==> config.mk <==
export PLATFORM = sky130hd
export DESIGN_NAME = cascaded_balance_controller_core_flat
export DESIGN_NICKNAME = d
export VERILOG_FILES = /design/src/rtl/cbc_pkg.sv /design/src/rtl/cbc_in_if.sv /design/src/rtl/cbc_out_if.sv /design/src/rtl/cascaded_balance_controller_core.sv /design/src/rtl/cbc_cfg.sv /design/src/rtl/cbc_mul.sv /design/src/flat_wrapper.sv
export SDC_FILE = /design/constraint.sdc
export NUM_CORES = 2
export LEC_CHECK = 0
export ABC_AREA = 0
export BUFFER_PORTS_ARGS = -buffer_cell sky130_fd_sc_hd__buf_2
export CAP_MARGIN = 20
export CELL_PAD_IN_SITES_DETAIL_PLACEMENT = 1
export CELL_PAD_IN_SITES_GLOBAL_PLACEMENT = 1
export CORE_ASPECT_RATIO = 1.4
export CORE_UTILIZATION = 43
export DETAILED_ROUTE_END_ITERATION = 8
export PLACE_DENSITY = 0.71
export SLEW_MARGIN = 0
export SYNTH_ARGS = -nofsm -noshare
export SYNTH_HDL_FRONTEND = slang
export SYNTH_SLANG_ARGS = --single-unit
==> constraint.sdc <==
create_clock -name clk -period 5.6 [get_ports clk]
set_input_delay 1.12 -clock clk [delete_from_list [all_inputs] [get_ports clk]]
set_output_delay 1.12 -clock clk [all_outputs]
set_load 0.05 [all_outputs]
==> src/rtl/cbc_pkg.sv <==
// Shared types and constants for the cascaded balance controller.
// Holds the configuration register map, the register bundle type and the
// widths of the serial multiplier. No dependencies.
package cbc_pkg;

  localparam int FIELD_W     = 16;
  localparam int GAIN_W      = 24;
  localparam int LIMIT_W     = 31;
  localparam int INTEG_W     = 32;
  localparam int DRIVE_W     = 32;
  localparam int CFG_DATA_W  = 31;
  localparam int CFG_INDEX_W = 3;

  // Register map of the configuration port.
  localparam logic [CFG_INDEX_W-1:0] REG_TILT_GAIN       = 3'd0;
  localparam logic [CFG_INDEX_W-1:0] REG_RATE_GAIN       = 3'd1;
  localparam logic [CFG_INDEX_W-1:0] REG_SPEED_PROP_GAIN = 3'd2;
  localparam logic [CFG_INDEX_W-1:0] REG_SPEED_INT_GAIN  = 3'd3;
  localparam logic [CFG_INDEX_W-1:0] REG_PITCH_OFFSET    = 3'd4;
  localparam logic [CFG_INDEX_W-1:0] REG_INTEGRAL_LIMIT  = 3'd5;

  // Reset values of the registers.
  localparam logic [GAIN_W-1:0]          RST_TILT_GAIN       = 24'd2064;
  localparam logic [GAIN_W-1:0]          RST_RATE_GAIN       = 24'd98;
  localparam logic [GAIN_W-1:0]          RST_SPEED_PROP_GAIN = 24'd85197;
  localparam logic [GAIN_W-1:0]          RST_SPEED_INT_GAIN  = 24'd229;
  localparam logic signed [FIELD_W-1:0]  RST_PITCH_OFFSET    = 16'sd0;
  localparam logic [LIMIT_W-1:0]         RST_INTEGRAL_LIMIT  = 31'd251658240;

  // Serial multiplier: signed multiplicand times unsigned gain, two gain
  // bits retired per cycle.
  localparam int MUL_DIGIT_W = 2;
  localparam int MUL_M_W     = 43;
  localparam int MUL_STEPS   = GAIN_W / MUL_DIGIT_W;
  localparam int MUL_CNT_W   = 4;
  localparam int MUL_ACC_W   = MUL_M_W + 1;
  localparam int MUL_SUM_W   = MUL_ACC_W + MUL_DIGIT_W;
  localparam int MUL_P_W     = MUL_M_W + GAIN_W;

  // Datapath widths of the control law.
  localparam int ERR_W   = 18;   // speed error, Q.9
  localparam int PDIFF_W = 17;   // pitch minus offset, Q8.8
  localparam int SUM_W   = 42;   // integral sum and target pitch, Q.24
  localparam int ACCUM_W = 52;   // drive before saturation, Q.24

  typedef struct packed {
    logic [GAIN_W-1:0]         tilt_gain;
    logic [GAIN_W-1:0]         rate_gain;
    logic [GAIN_W-1:0]         speed_prop_gain;
    logic [GAIN_W-1:0]         speed_int_gain;
    logic signed [FIELD_W-1:0] pitch_offset;
    logic [LIMIT_W-1:0]        integral_limit;
  } cfg_t;

endpackage

==> src/rtl/cbc_in_if.sv <==
// Input channel of the balance controller: one control tick per beat.
// Depends on cbc_pkg for the field width.
interface cbc_in_if;
  import cbc_pkg::*;

  logic                      valid;
  logic                      ready;
  logic signed [FIELD_W-1:0] pitch_angle;
  logic signed [FIELD_W-1:0] pitch_rate;
  logic signed [FIELD_W-1:0] wheel_speed_right;
  logic signed [FIELD_W-1:0] wheel_speed_left;
  logic signed [FIELD_W-1:0] speed_command;

  modport source (
    output valid, pitch_angle, pitch_rate, wheel_speed_right, wheel_speed_left,
           speed_command,
    input  ready
  );

  modport sink (
    input  valid, pitch_angle, pitch_rate, wheel_speed_right, wheel_speed_left,
           speed_command,
    output ready
  );
endinterface

==> src/rtl/cbc_out_if.sv <==
// Output channel of the balance controller: one drive result per beat.
// Depends on cbc_pkg for the drive width.
interface cbc_out_if;
  import cbc_pkg::*;

  logic                      valid;
  logic                      ready;
  logic signed [DRIVE_W-1:0] motor_drive;
  logic                      integral_clamped;

  modport source (
    output valid, motor_drive, integral_clamped,
    input  ready
  );

  modport sink (
    input  valid, motor_drive, integral_clamped,
    output ready
  );
endinterface

==> src/rtl/cascaded_balance_controller_core.sv <==
// Cascaded balance controller: outer PI speed loop, inner PD pitch loop.
// Channels: tick_in carries one control tick per beat (pitch angle, pitch
// rate, both wheel speeds, speed command); tick_out returns one beat per
// tick with the saturated motor drive and the integral clamp flag. The
// configuration port writes a register whenever cfg_write is high; write
// it only while no tick is in flight.
// Timing: a tick is worked on alone. Its result is loaded into the output
// register at the end of its work, and the next tick can be taken in the
// cycle after the result is loaded. The work is two passes through the
// pair of two-bit digit-serial multipliers (the digit steps and a check
// that they finished; the integral and proportional speed gains first,
// then the tilt and rate gains), with the integral add, clamping, target
// and pitch error between them, then the drive add, saturation with the
// result load, and the return to idle.
// The result sits in an output register, so the next tick is taken while
// it waits; if the receiver is still stalled when that tick finishes, it
// waits in the last step and tick_in stays not ready.
// Reset (synchronous, active high) restores the register defaults, clears
// the speed integral and drops any tick in flight or result not taken.
// Depends on cbc_pkg, cbc_in_if, cbc_out_if, cbc_cfg and cbc_mul.
module cascaded_balance_controller_core (
  input  logic                             clk,
  input  logic                             rst,
  cbc_in_if.sink                           tick_in,
  cbc_out_if.source                        tick_out,
  input  logic                             cfg_write,
  input  logic [cbc_pkg::CFG_INDEX_W-1:0]  cfg_index,
  input  logic [cbc_pkg::CFG_DATA_W-1:0]   cfg_data
);
  import cbc_pkg::*;

  localparam logic [3:0] ST_IDLE  = 4'd0;
  localparam logic [3:0] ST_MUL_A = 4'd1;
  localparam logic [3:0] ST_SUM   = 4'd2;
  localparam logic [3:0] ST_CLAMP = 4'd3;
  localparam logic [3:0] ST_TGT   = 4'd4;
  localparam logic [3:0] ST_PERR  = 4'd5;
  localparam logic [3:0] ST_MUL_B = 4'd6;
  localparam logic [3:0] ST_DRIVE = 4'd7;
  localparam logic [3:0] ST_OUT   = 4'd8;

  cfg_t cfg;

  logic [3:0] state;
  logic [3:0] state_next;

  logic                      accept;
  logic                      mul_start;
  logic                      load_out;
  logic signed [ERR_W-1:0]   err9;
  logic signed [SUM_W:0]     perr;
  logic signed [MUL_M_W-1:0] m0_operand;
  logic signed [MUL_M_W-1:0] m1_operand;
  logic [GAIN_W-1:0]         m0_gain;
  logic [GAIN_W-1:0]         m1_gain;
  logic                      m0_busy;
  logic                      m1_busy;
  logic signed [MUL_P_W-1:0] p0;
  logic signed [MUL_P_W-1:0] p1;
  logic signed [SUM_W-1:0]   lim_pos;
  logic signed [SUM_W-1:0]   lim_neg;
  logic                      sat_hi;
  logic                      sat_lo;

  logic signed [PDIFF_W-1:0]  pdiff;
  logic signed [FIELD_W-1:0]  rate;
  logic signed [SUM_W-1:0]    sum;
  logic signed [SUM_W-1:0]    target;
  logic signed [INTEG_W-1:0]  integral;
  logic                       clamp_flag;
  logic signed [ACCUM_W-1:0]  drive_sum;
  logic                       out_valid;
  logic signed [DRIVE_W-1:0]  motor_drive;
  logic                       integral_clamped;

  cbc_cfg u_cfg (
    .clk       (clk),
    .rst       (rst),
    .cfg_write (cfg_write),
    .cfg_index (cfg_index),
    .cfg_data  (cfg_data),
    .cfg       (cfg)
  );

  assign tick_in.ready = (state == ST_IDLE);
  assign accept        = tick_in.valid && tick_in.ready;
  assign mul_start     = accept || (state == ST_PERR);
  assign load_out      = (state == ST_OUT) && (!out_valid || tick_out.ready);

  // Speed error kept exactly in Q.9: twice the command minus both wheels.
  always_comb begin
    err9 = (ERR_W'(tick_in.speed_command) <<< 1)
         - (ERR_W'(tick_in.wheel_speed_right) + ERR_W'(tick_in.wheel_speed_left));
    perr = (SUM_W + 1)'($signed({pdiff, 16'h0000})) - (SUM_W + 1)'(target);
  end

  // First pass multiplies the speed error by both speed gains; the second
  // pass takes the pitch error and the pitch rate.
  always_comb begin
    if (state == ST_PERR) begin
      m0_operand = MUL_M_W'(perr);
      m0_gain    = cfg.tilt_gain;
      m1_operand = MUL_M_W'(rate);
      m1_gain    = cfg.rate_gain;
    end else begin
      m0_operand = MUL_M_W'(err9);
      m0_gain    = cfg.speed_int_gain;
      m1_operand = MUL_M_W'(err9);
      m1_gain    = cfg.speed_prop_gain;
    end
  end

  cbc_mul u_mul0 (
    .clk          (clk),
    .rst          (rst),
    .start        (mul_start),
    .multiplicand (m0_operand),
    .gain         (m0_gain),
    .busy         (m0_busy),
    .product      (p0)
  );

  cbc_mul u_mul1 (
    .clk          (clk),
    .rst          (rst),
    .start        (mul_start),
    .multiplicand (m1_operand),
    .gain         (m1_gain),
    .busy         (m1_busy),
    .product      (p1)
  );

  always_comb begin
    lim_pos = SUM_W'({1'b0, cfg.integral_limit});
    lim_neg = -lim_pos;
    sat_hi  = !drive_sum[ACCUM_W-1] && (|drive_sum[ACCUM_W-2:DRIVE_W-1]);
    sat_lo  = drive_sum[ACCUM_W-1] && !(&drive_sum[ACCUM_W-2:DRIVE_W-1]);
  end

  always_comb begin
    state_next = state;
    unique case (state)
      ST_IDLE:  if (accept) state_next = ST_MUL_A;
      ST_MUL_A: if (!m0_busy) state_next = ST_SUM;
      ST_SUM:   state_next = ST_CLAMP;
      ST_CLAMP: state_next = ST_TGT;
      ST_TGT:   state_next = ST_PERR;
      ST_PERR:  state_next = ST_MUL_B;
      ST_MUL_B: if (!m0_busy) state_next = ST_DRIVE;
      ST_DRIVE: state_next = ST_OUT;
      ST_OUT:   if (load_out) state_next = ST_IDLE;
      default:  state_next = ST_IDLE;
    endcase
  end

  always_ff @(posedge clk) begin
    if (rst) begin
      state     <= ST_IDLE;
      integral  <= '0;
      out_valid <= 1'b0;
    end else begin
      state <= state_next;
      if (state == ST_CLAMP) begin
        if (sum > lim_pos) begin
          integral <= INTEG_W'(lim_pos);
        end else if (sum < lim_neg) begin
          integral <= INTEG_W'(lim_neg);
        end else begin
          integral <= INTEG_W'(sum);
        end
      end
      if (load_out) begin
        out_valid <= 1'b1;
      end else if (tick_out.ready) begin
        out_valid <= 1'b0;
      end
    end
  end

  // The speed-gain products are Q.25; dropping the low bit is a floor to Q.24.
  always_ff @(posedge clk) begin
    if (accept) begin
      pdiff <= PDIFF_W'(tick_in.pitch_angle) - PDIFF_W'(cfg.pitch_offset);
      rate  <= tick_in.pitch_rate;
    end
    if (state == ST_SUM) begin
      sum <= SUM_W'(integral) + SUM_W'($signed(p0[SUM_W-1:1]));
    end
    if (state == ST_CLAMP) begin
      clamp_flag <= (sum > lim_pos) || (sum < lim_neg);
    end
    if (state == ST_TGT) begin
      target <= SUM_W'($signed(p1[SUM_W-1:1])) + SUM_W'(integral);
    end
    if (state == ST_DRIVE) begin
      drive_sum <= ACCUM_W'($signed(p0[MUL_P_W-1:16])) + ACCUM_W'($signed(p1[39:0]));
    end
    if (load_out) begin
      integral_clamped <= clamp_flag;
      if (sat_hi) begin
        motor_drive <= {1'b0, {(DRIVE_W-1){1'b1}}};
      end else if (sat_lo) begin
        motor_drive <= {1'b1, {(DRIVE_W-1){1'b0}}};
      end else begin
        motor_drive <= drive_sum[DRIVE_W-1:0];
      end
    end
  end

  assign tick_out.valid            = out_valid;
  assign tick_out.motor_drive      = motor_drive;
  assign tick_out.integral_clamped = integral_clamped;

  // Both multipliers are started together and must run in lock step.
  a_mul_lockstep: assert property (@(posedge clk) disable iff (rst)
    m0_busy == m1_busy)
    else $error("multiplier lanes out of step");

  a_accept_free: assert property (@(posedge clk) disable iff (rst)
    accept |-> !m0_busy && !m1_busy)
    else $error("tick accepted while a multiplier is busy");

  a_integral_bound: assert property (@(posedge clk) disable iff (rst)
    (state == ST_TGT) |->
      (SUM_W'(integral) <= lim_pos) && (SUM_W'(integral) >= lim_neg))
    else $error("speed integral outside its limit");

  a_clamp_at_bound: assert property (@(posedge clk) disable iff (rst)
    (state == ST_TGT) && clamp_flag |->
      (SUM_W'(integral) == lim_pos) || (SUM_W'(integral) == lim_neg))
    else $error("clamp flag set but integral not at a bound");

  a_out_loaded: assert property (@(posedge clk) disable iff (rst)
    load_out |=> out_valid && (state == ST_IDLE))
    else $error("result load did not present a beat");

endmodule

==> src/rtl/cbc_cfg.sv <==
// Configuration register file of the balance controller.
// Decodes the write port into the register bundle; depends on cbc_pkg.
module cbc_cfg (
  input  logic                             clk,
  input  logic                             rst,
  input  logic                             cfg_write,
  input  logic [cbc_pkg::CFG_INDEX_W-1:0]  cfg_index,
  input  logic [cbc_pkg::CFG_DATA_W-1:0]   cfg_data,
  output cbc_pkg::cfg_t                    cfg
);
  import cbc_pkg::*;

  always_ff @(posedge clk) begin
    if (rst) begin
      cfg.tilt_gain       <= RST_TILT_GAIN;
      cfg.rate_gain       <= RST_RATE_GAIN;
      cfg.speed_prop_gain <= RST_SPEED_PROP_GAIN;
      cfg.speed_int_gain  <= RST_SPEED_INT_GAIN;
      cfg.pitch_offset    <= RST_PITCH_OFFSET;
      cfg.integral_limit  <= RST_INTEGRAL_LIMIT;
    end else if (cfg_write) begin
      unique case (cfg_index)
        REG_TILT_GAIN:       cfg.tilt_gain       <= cfg_data[GAIN_W-1:0];
        REG_RATE_GAIN:       cfg.rate_gain       <= cfg_data[GAIN_W-1:0];
        REG_SPEED_PROP_GAIN: cfg.speed_prop_gain <= cfg_data[GAIN_W-1:0];
        REG_SPEED_INT_GAIN:  cfg.speed_int_gain  <= cfg_data[GAIN_W-1:0];
        REG_PITCH_OFFSET:    cfg.pitch_offset    <= $signed(cfg_data[FIELD_W-1:0]);
        REG_INTEGRAL_LIMIT:  cfg.integral_limit  <= cfg_data[LIMIT_W-1:0];
        default: ;
      endcase
    end
  end

endmodule

==> src/rtl/cbc_mul.sv <==
// Digit-serial multiplier: signed multiplicand times unsigned gain.
// The gain shifts out two bits per cycle while product bits shift in behind
// it, so the adder is only as wide as the multiplicand. Depends on cbc_pkg.
module cbc_mul (
  input  logic                                 clk,
  input  logic                                 rst,
  input  logic                                 start,
  input  logic signed [cbc_pkg::MUL_M_W-1:0]   multiplicand,
  input  logic [cbc_pkg::GAIN_W-1:0]           gain,
  output logic                                 busy,
  output logic signed [cbc_pkg::MUL_P_W-1:0]   product
);
  import cbc_pkg::*;

  logic signed [MUL_M_W-1:0]   mcand;
  logic signed [MUL_ACC_W-1:0] acc;
  logic [GAIN_W-1:0]           q;
  logic [MUL_CNT_W-1:0]        cnt;
  logic signed [MUL_SUM_W-1:0] part_lo;
  logic signed [MUL_SUM_W-1:0] part_hi;
  logic signed [MUL_SUM_W-1:0] step_sum;

  // The running high part never exceeds the multiplicand in magnitude, so
  // adding up to three times it and dropping two bits cannot overflow.
  always_comb begin
    part_lo  = q[0] ? MUL_SUM_W'(mcand) : '0;
    part_hi  = q[1] ? (MUL_SUM_W'(mcand) <<< 1) : '0;
    step_sum = MUL_SUM_W'(acc) + part_lo + part_hi;
  end

  always_ff @(posedge clk) begin
    if (rst) begin
      busy <= 1'b0;
      cnt  <= '0;
    end else if (start) begin
      busy <= 1'b1;
      cnt  <= '0;
    end else if (busy) begin
      cnt <= cnt + 1'b1;
      if (cnt == MUL_CNT_W'(MUL_STEPS - 1)) begin
        busy <= 1'b0;
      end
    end
  end

  always_ff @(posedge clk) begin
    if (start) begin
      mcand <= multiplicand;
      acc   <= '0;
      q     <= gain;
    end else if (busy) begin
      acc <= step_sum[MUL_SUM_W-1:MUL_DIGIT_W];
      q   <= {step_sum[MUL_DIGIT_W-1:0], q[GAIN_W-1:MUL_DIGIT_W]};
    end
  end

  assign product = {acc[MUL_ACC_W-2:0], q};

endmodule

==> src/flat_wrapper.sv <==
// flat-port wrapper written by rule: the top's interface ports become plain ports
module cascaded_balance_controller_core_flat import cbc_pkg::*;
  (clk, rst, cfg_write, cfg_index, cfg_data, tick_in_valid, tick_in_pitch_angle, tick_in_pitch_rate, tick_in_wheel_speed_right, tick_in_wheel_speed_left, tick_in_speed_command, tick_in_ready, tick_out_valid, tick_out_motor_drive, tick_out_integral_clamped, tick_out_ready);
  cbc_in_if tick_in_i ();
  cbc_out_if tick_out_i ();
  input  logic clk;
  input  logic rst;
  input  logic cfg_write;
  input  logic [cbc_pkg::CFG_INDEX_W-1:0] cfg_index;
  input  logic [cbc_pkg::CFG_DATA_W-1:0] cfg_data;
  input wire logic [$bits(tick_in_i.valid)-1:0] tick_in_valid;
  input wire logic [$bits(tick_in_i.pitch_angle)-1:0] tick_in_pitch_angle;
  input wire logic [$bits(tick_in_i.pitch_rate)-1:0] tick_in_pitch_rate;
  input wire logic [$bits(tick_in_i.wheel_speed_right)-1:0] tick_in_wheel_speed_right;
  input wire logic [$bits(tick_in_i.wheel_speed_left)-1:0] tick_in_wheel_speed_left;
  input wire logic [$bits(tick_in_i.speed_command)-1:0] tick_in_speed_command;
  output wire logic [$bits(tick_in_i.ready)-1:0] tick_in_ready;
  output wire logic [$bits(tick_out_i.valid)-1:0] tick_out_valid;
  output wire logic [$bits(tick_out_i.motor_drive)-1:0] tick_out_motor_drive;
  output wire logic [$bits(tick_out_i.integral_clamped)-1:0] tick_out_integral_clamped;
  input wire logic [$bits(tick_out_i.ready)-1:0] tick_out_ready;
  assign tick_in_i.valid = tick_in_valid;
  assign tick_in_i.pitch_angle = tick_in_pitch_angle;
  assign tick_in_i.pitch_rate = tick_in_pitch_rate;
  assign tick_in_i.wheel_speed_right = tick_in_wheel_speed_right;
  assign tick_in_i.wheel_speed_left = tick_in_wheel_speed_left;
  assign tick_in_i.speed_command = tick_in_speed_command;
  assign tick_in_ready = tick_in_i.ready;
  assign tick_out_valid = tick_out_i.valid;
  assign tick_out_motor_drive = tick_out_i.motor_drive;
  assign tick_out_integral_clamped = tick_out_i.integral_clamped;
  assign tick_out_i.ready = tick_out_ready;
  cascaded_balance_controller_core u_core (.clk(clk), .rst(rst), .tick_in(tick_in_i), .tick_out(tick_out_i), .cfg_write(cfg_write), .cfg_index(cfg_index), .cfg_data(cfg_data));
endmodule
==> results.cfg <==
[outcome]
status = finished, final reports clean

[pwr]
vdd_ir_drop_max_v = 0.000219
p_leak_nw = 19.6
power_density_nw_per_um2 = 447
p_total_mw = 20.3

[route]
via_per_inst = 5.78
finalWirelength_mm = 133
wl_per_cell_microns = 22.7
drc = 0
drt-initial-drc-count = 1548
drt-pass1-iter-count = 5
ant_nets = 0
vias = 34000

[die]
rows = 133
die_y_microns = 367
die_w_microns = 263
fp.dieArea_sq_um = 96600
start_util = 0.435
pin_count = 154
design.core.area_sq_um = 94200

[logic_synthesis]
synth.cell_area_sq_um = 41000
synth_compound_area_frac = 0.177
ys_seq_area_frac = 0.364
synthArstFlopShare = 0
synth_ff_type = edfxtp_1
synth-simple-area-share = 0.170
synth-seq-cells = 590
synth_mux_area_frac = 0.0304
synth_area_per_cell_sq_um = 9.14
synth_top_family_by_area = compound AO/OA/AOI/OAI gates
yosysWarnings = 0
synth_cell_type_count = 83
syn-num-nets = 5071
yosysTopAreaCell = edfxtp_1
synth_edf_count = 312
synth_top_area_frac = 0.229
synth_xor_area_frac = 0.0586
syn_inst = 4486
synthTopCellsByArea = edfxtp_1, dfxtp_1, ha_1
synthAdderAreaFrac = 0.163

[timing]
hold_viol_final = 0
rsz0062_at_grt = no
relSlewSlack = 0.234
period_minus_slack_ns = 5.19
slew_viol_final = 0
finalSetupViolCount = 0
worst_slew_pin_slew_ns = 1.15
fin_setup_tns_ns = 0
fin_skew_ns = 0.0390
holdWs_ns = 0.454
fin_crit_sh = 0.926
fmax_mhz = 193

[worst_setup_path]
crit_required_ns = 6.16
path_max_fanout = 27
rr_startpoint = u_core.u_cfg.cfg[2]
end_kind = register
worstSetupStartpointType = register
r2r_slack_ns = 0.41
worstReg2RegEnd = u_core.integral[13]
critPathArrivalTime_ns = 5.74
reg2regPathDepth = 22
path_class = register to register

[worst_hold_path]
holdCritStartpoint = u_core.u_cfg.cfg[40]
holdPathStages = 2
hp-class = register to register
worstHoldEndpoint = u_core.u_cfg.cfg[40]

[global_route]
grt_usage = 0.274
antenna_found_initial = 4
grt_max_degree = 91
gr-total-overflow = 0
grt_pass1_wl_mm = 204
grt_pass1_vias = 35400

[cells_and_area]
layout-drive-gt1-share = 0.0776
num-fill-cells = 10900
area_growth_pct = 11.0
final_net_count = 5191
final_util = 0.483
postLayoutCellArea_sq_um = 45500

[placed_design]
portBuffers = 153
place.gp.congestion = 0.921
dp_hpwl_mm = 104
placedInstanceArea_sq_um = 43200

[clock_tree]
cts_setup_buffers = 0
clockBufferDepth = 3
tritoncts = done
ctsRootBufferMaster = clkbuf_16
cts_num_sinks = 590
clk_pin_slew_ns = 0.06
clkLatencyLatePin_ns = 0.67
hold_buffers = 0
cts.htree.levels = 3
cts_buffers = 68
ctsResizeCount = 0

[run]
maxCapViolations = 0
-- layout by cell type (no fill, tap or decap), drive strengths merged, types with 22 or more instances in the layout --
| cell type | Yosys | routed |
|---|---|---|
| inv | 225 | 232 |
| xor2 | 102 | 102 |
| a211oi | 38 | 38 |
| fa | 108 | 108 |
| and3 | 33 | 33 |
| edfxtp | 312 | 312 |
| ha | 358 | 358 |
| nor3 | 90 | 90 |
| nand3b | 32 | 32 |
| or3 | 28 | 28 |
| nand2b | 42 | 42 |
| a21o | 171 | 171 |
| mux2i | 121 | 121 |
| clkinv | 3 | 25 |
| nor4 | 22 | 22 |
| o21ai | 258 | 258 |
| o21a | 48 | 48 |
| dfxtp | 278 | 278 |
| clkbuf | 151 | 89 |
| and2 | 133 | 133 |
| a31oi | 32 | 32 |
| nand3 | 85 | 85 |
| nand4 | 42 | 42 |
| a21oi | 384 | 384 |
| nor2b | 53 | 53 |
| buf | 11 | 212 |
| o21bai | 52 | 52 |
| nor2 | 320 | 320 |
| nand2 | 564 | 564 |
| xnor2 | 172 | 172 |
-- power by group --
group          internal [mW]  switching [mW]  leakage (nW)
clock                   2.64            2.02          1.11
sequential              5.48           0.940          5.18
combinational           3.82            5.44          13.3
-- metrics by stage --
step	worst slack, ns	instances
after floorplan	0.400	4486
after global placement	0.417	5749
after detailed placement	0.401	5751
after CTS	0.354	5877
after global routing	0.00796	5880
final	0.414	5882
-- flip-flops by register name, summed over array words and instances, names as in the netlist --
name                              count
u_core.tick_out.valid                 1
u_core.state                          4
u_core.u_mul1.q                      24
u_core.integral                      32
u_core.target                        42
u_core.u_mul1.acc                    44
u_core.pdiff                         17
u_core.u_mul0.q                      24
u_core.rate                          16
u_core.u_mul0.cnt                     4
u_core.sum                           42
u_core.u_mul0.busy                    1
u_core.u_mul1.mcand                  18
u_core.u_mul0.acc                    44
u_core.tick_out.motor_drive          32
u_core.clamp_flag                     1
u_core.u_mul1.cnt                     4
u_core.u_mul0.mcand                  43
u_core.u_cfg.cfg                    143
u_core.tick_out.integral_clamped      1
u_core.drive_sum                     52
u_core.u_mul1.busy                    1
-- worst max path at each step --
stage,slack (ns),from,cells past startpoint,to
detailed placement,0.40,u_core.u_cfg.cfg[2],22,u_core.integral[13]
finish,0.41,u_core.u_cfg.cfg[2],22,u_core.integral[13]
global placement,0.42,u_core.u_cfg.cfg[2],22,u_core.integral[13]
CTS,0.35,u_core.u_cfg.cfg[2],22,u_core.integral[13]
floorplan,0.40,u_core.state[3],7,u_core.u_mul0.mcand[0]
global route,0.008,u_core.u_cfg.cfg[2],22,u_core.integral[13]
-- per-layer routing --
layer | routed length (microns) | global-route usage | share of wire | vias to the layer above
li1 | - | - | - | 16200
met4 | 9630 | 0.183 | 0.072 | 0
met3 | 3600 | 0.0259 | 0.027 | 288
met5 | 0 | 0 | 0 | -
met2 | 69500 | 0.509 | 0.52 | 560
met1 | 50600 | 0.292 | 0.38 | 16900
-- logic make-up after synthesis --
family                   after synthesis
buffers and inverters                390
multiplexers                         123
AO/OA/AOI/OAI                       1160
XOR/XNOR                             274
adder cells (fa/ha/maj)              468
AND/OR/NAND/NOR                     1481
flip-flops                           590
-- worst max-delay path, stage by stage (launching register included) --
cell and delay [ns]:
dfxtp_1 0.40, nor3_1 0.30, buf_4 0.18, nand3_1 0.12, nor4_1 0.22, buf_4 0.19, nand2_1 0.12, or3_1 0.55
nor4_1 0.31, xnor2_1 0.13, ha_1 0.28, nand2_1 0.05, nor2_1 0.09, and3b_1 0.24, nand4_1 0.11, mux2i_1 0.21
nand3_1 0.12, o221ai_2 0.23, mux2i_4 0.37, buf_12 0.24, mux2i_1 0.09, and2_1 0.18, a2111oi_2 0.32
-- synth_stat cells (all sizes together), types with 28 or more instances --
| cell type | instances |
|---|---|
| nand2 | 564 |
| a21oi | 384 |
| ha | 358 |
| nor2 | 320 |
| edfxtp | 312 |
| dfxtp | 278 |
| o21ai | 258 |
| inv | 225 |
| xnor2 | 172 |
| a21o | 171 |
| clkbuf | 151 |
| and2 | 133 |
| mux2i | 121 |
| fa | 108 |
| xor2 | 102 |
| nor3 | 90 |
| nand3 | 85 |
| nor2b | 53 |
| o21bai | 52 |
| o21a | 48 |
| nand2b | 42 |
| nand4 | 42 |
| a211oi | 38 |
| and3 | 33 |
| a31oi | 32 |
| nand3b | 32 |
| or3 | 28 |
-- area by class of cell --
type                            count  area (sq um)  area share
Clock buffer                       89          1830      0.0403
Sequential cell                   590         14900       0.328
Tap cell                         1215          1520      0.0334
Clock inverter                     37           464      0.0102
Multi-Input combinational cell   3506         24600       0.541
Timing Repair Buffer              212          1260      0.0277
Inverter                          228           858      0.0189
Antenna cell                        5          12.5    0.000275
Power figures use the tool's default switching activity.
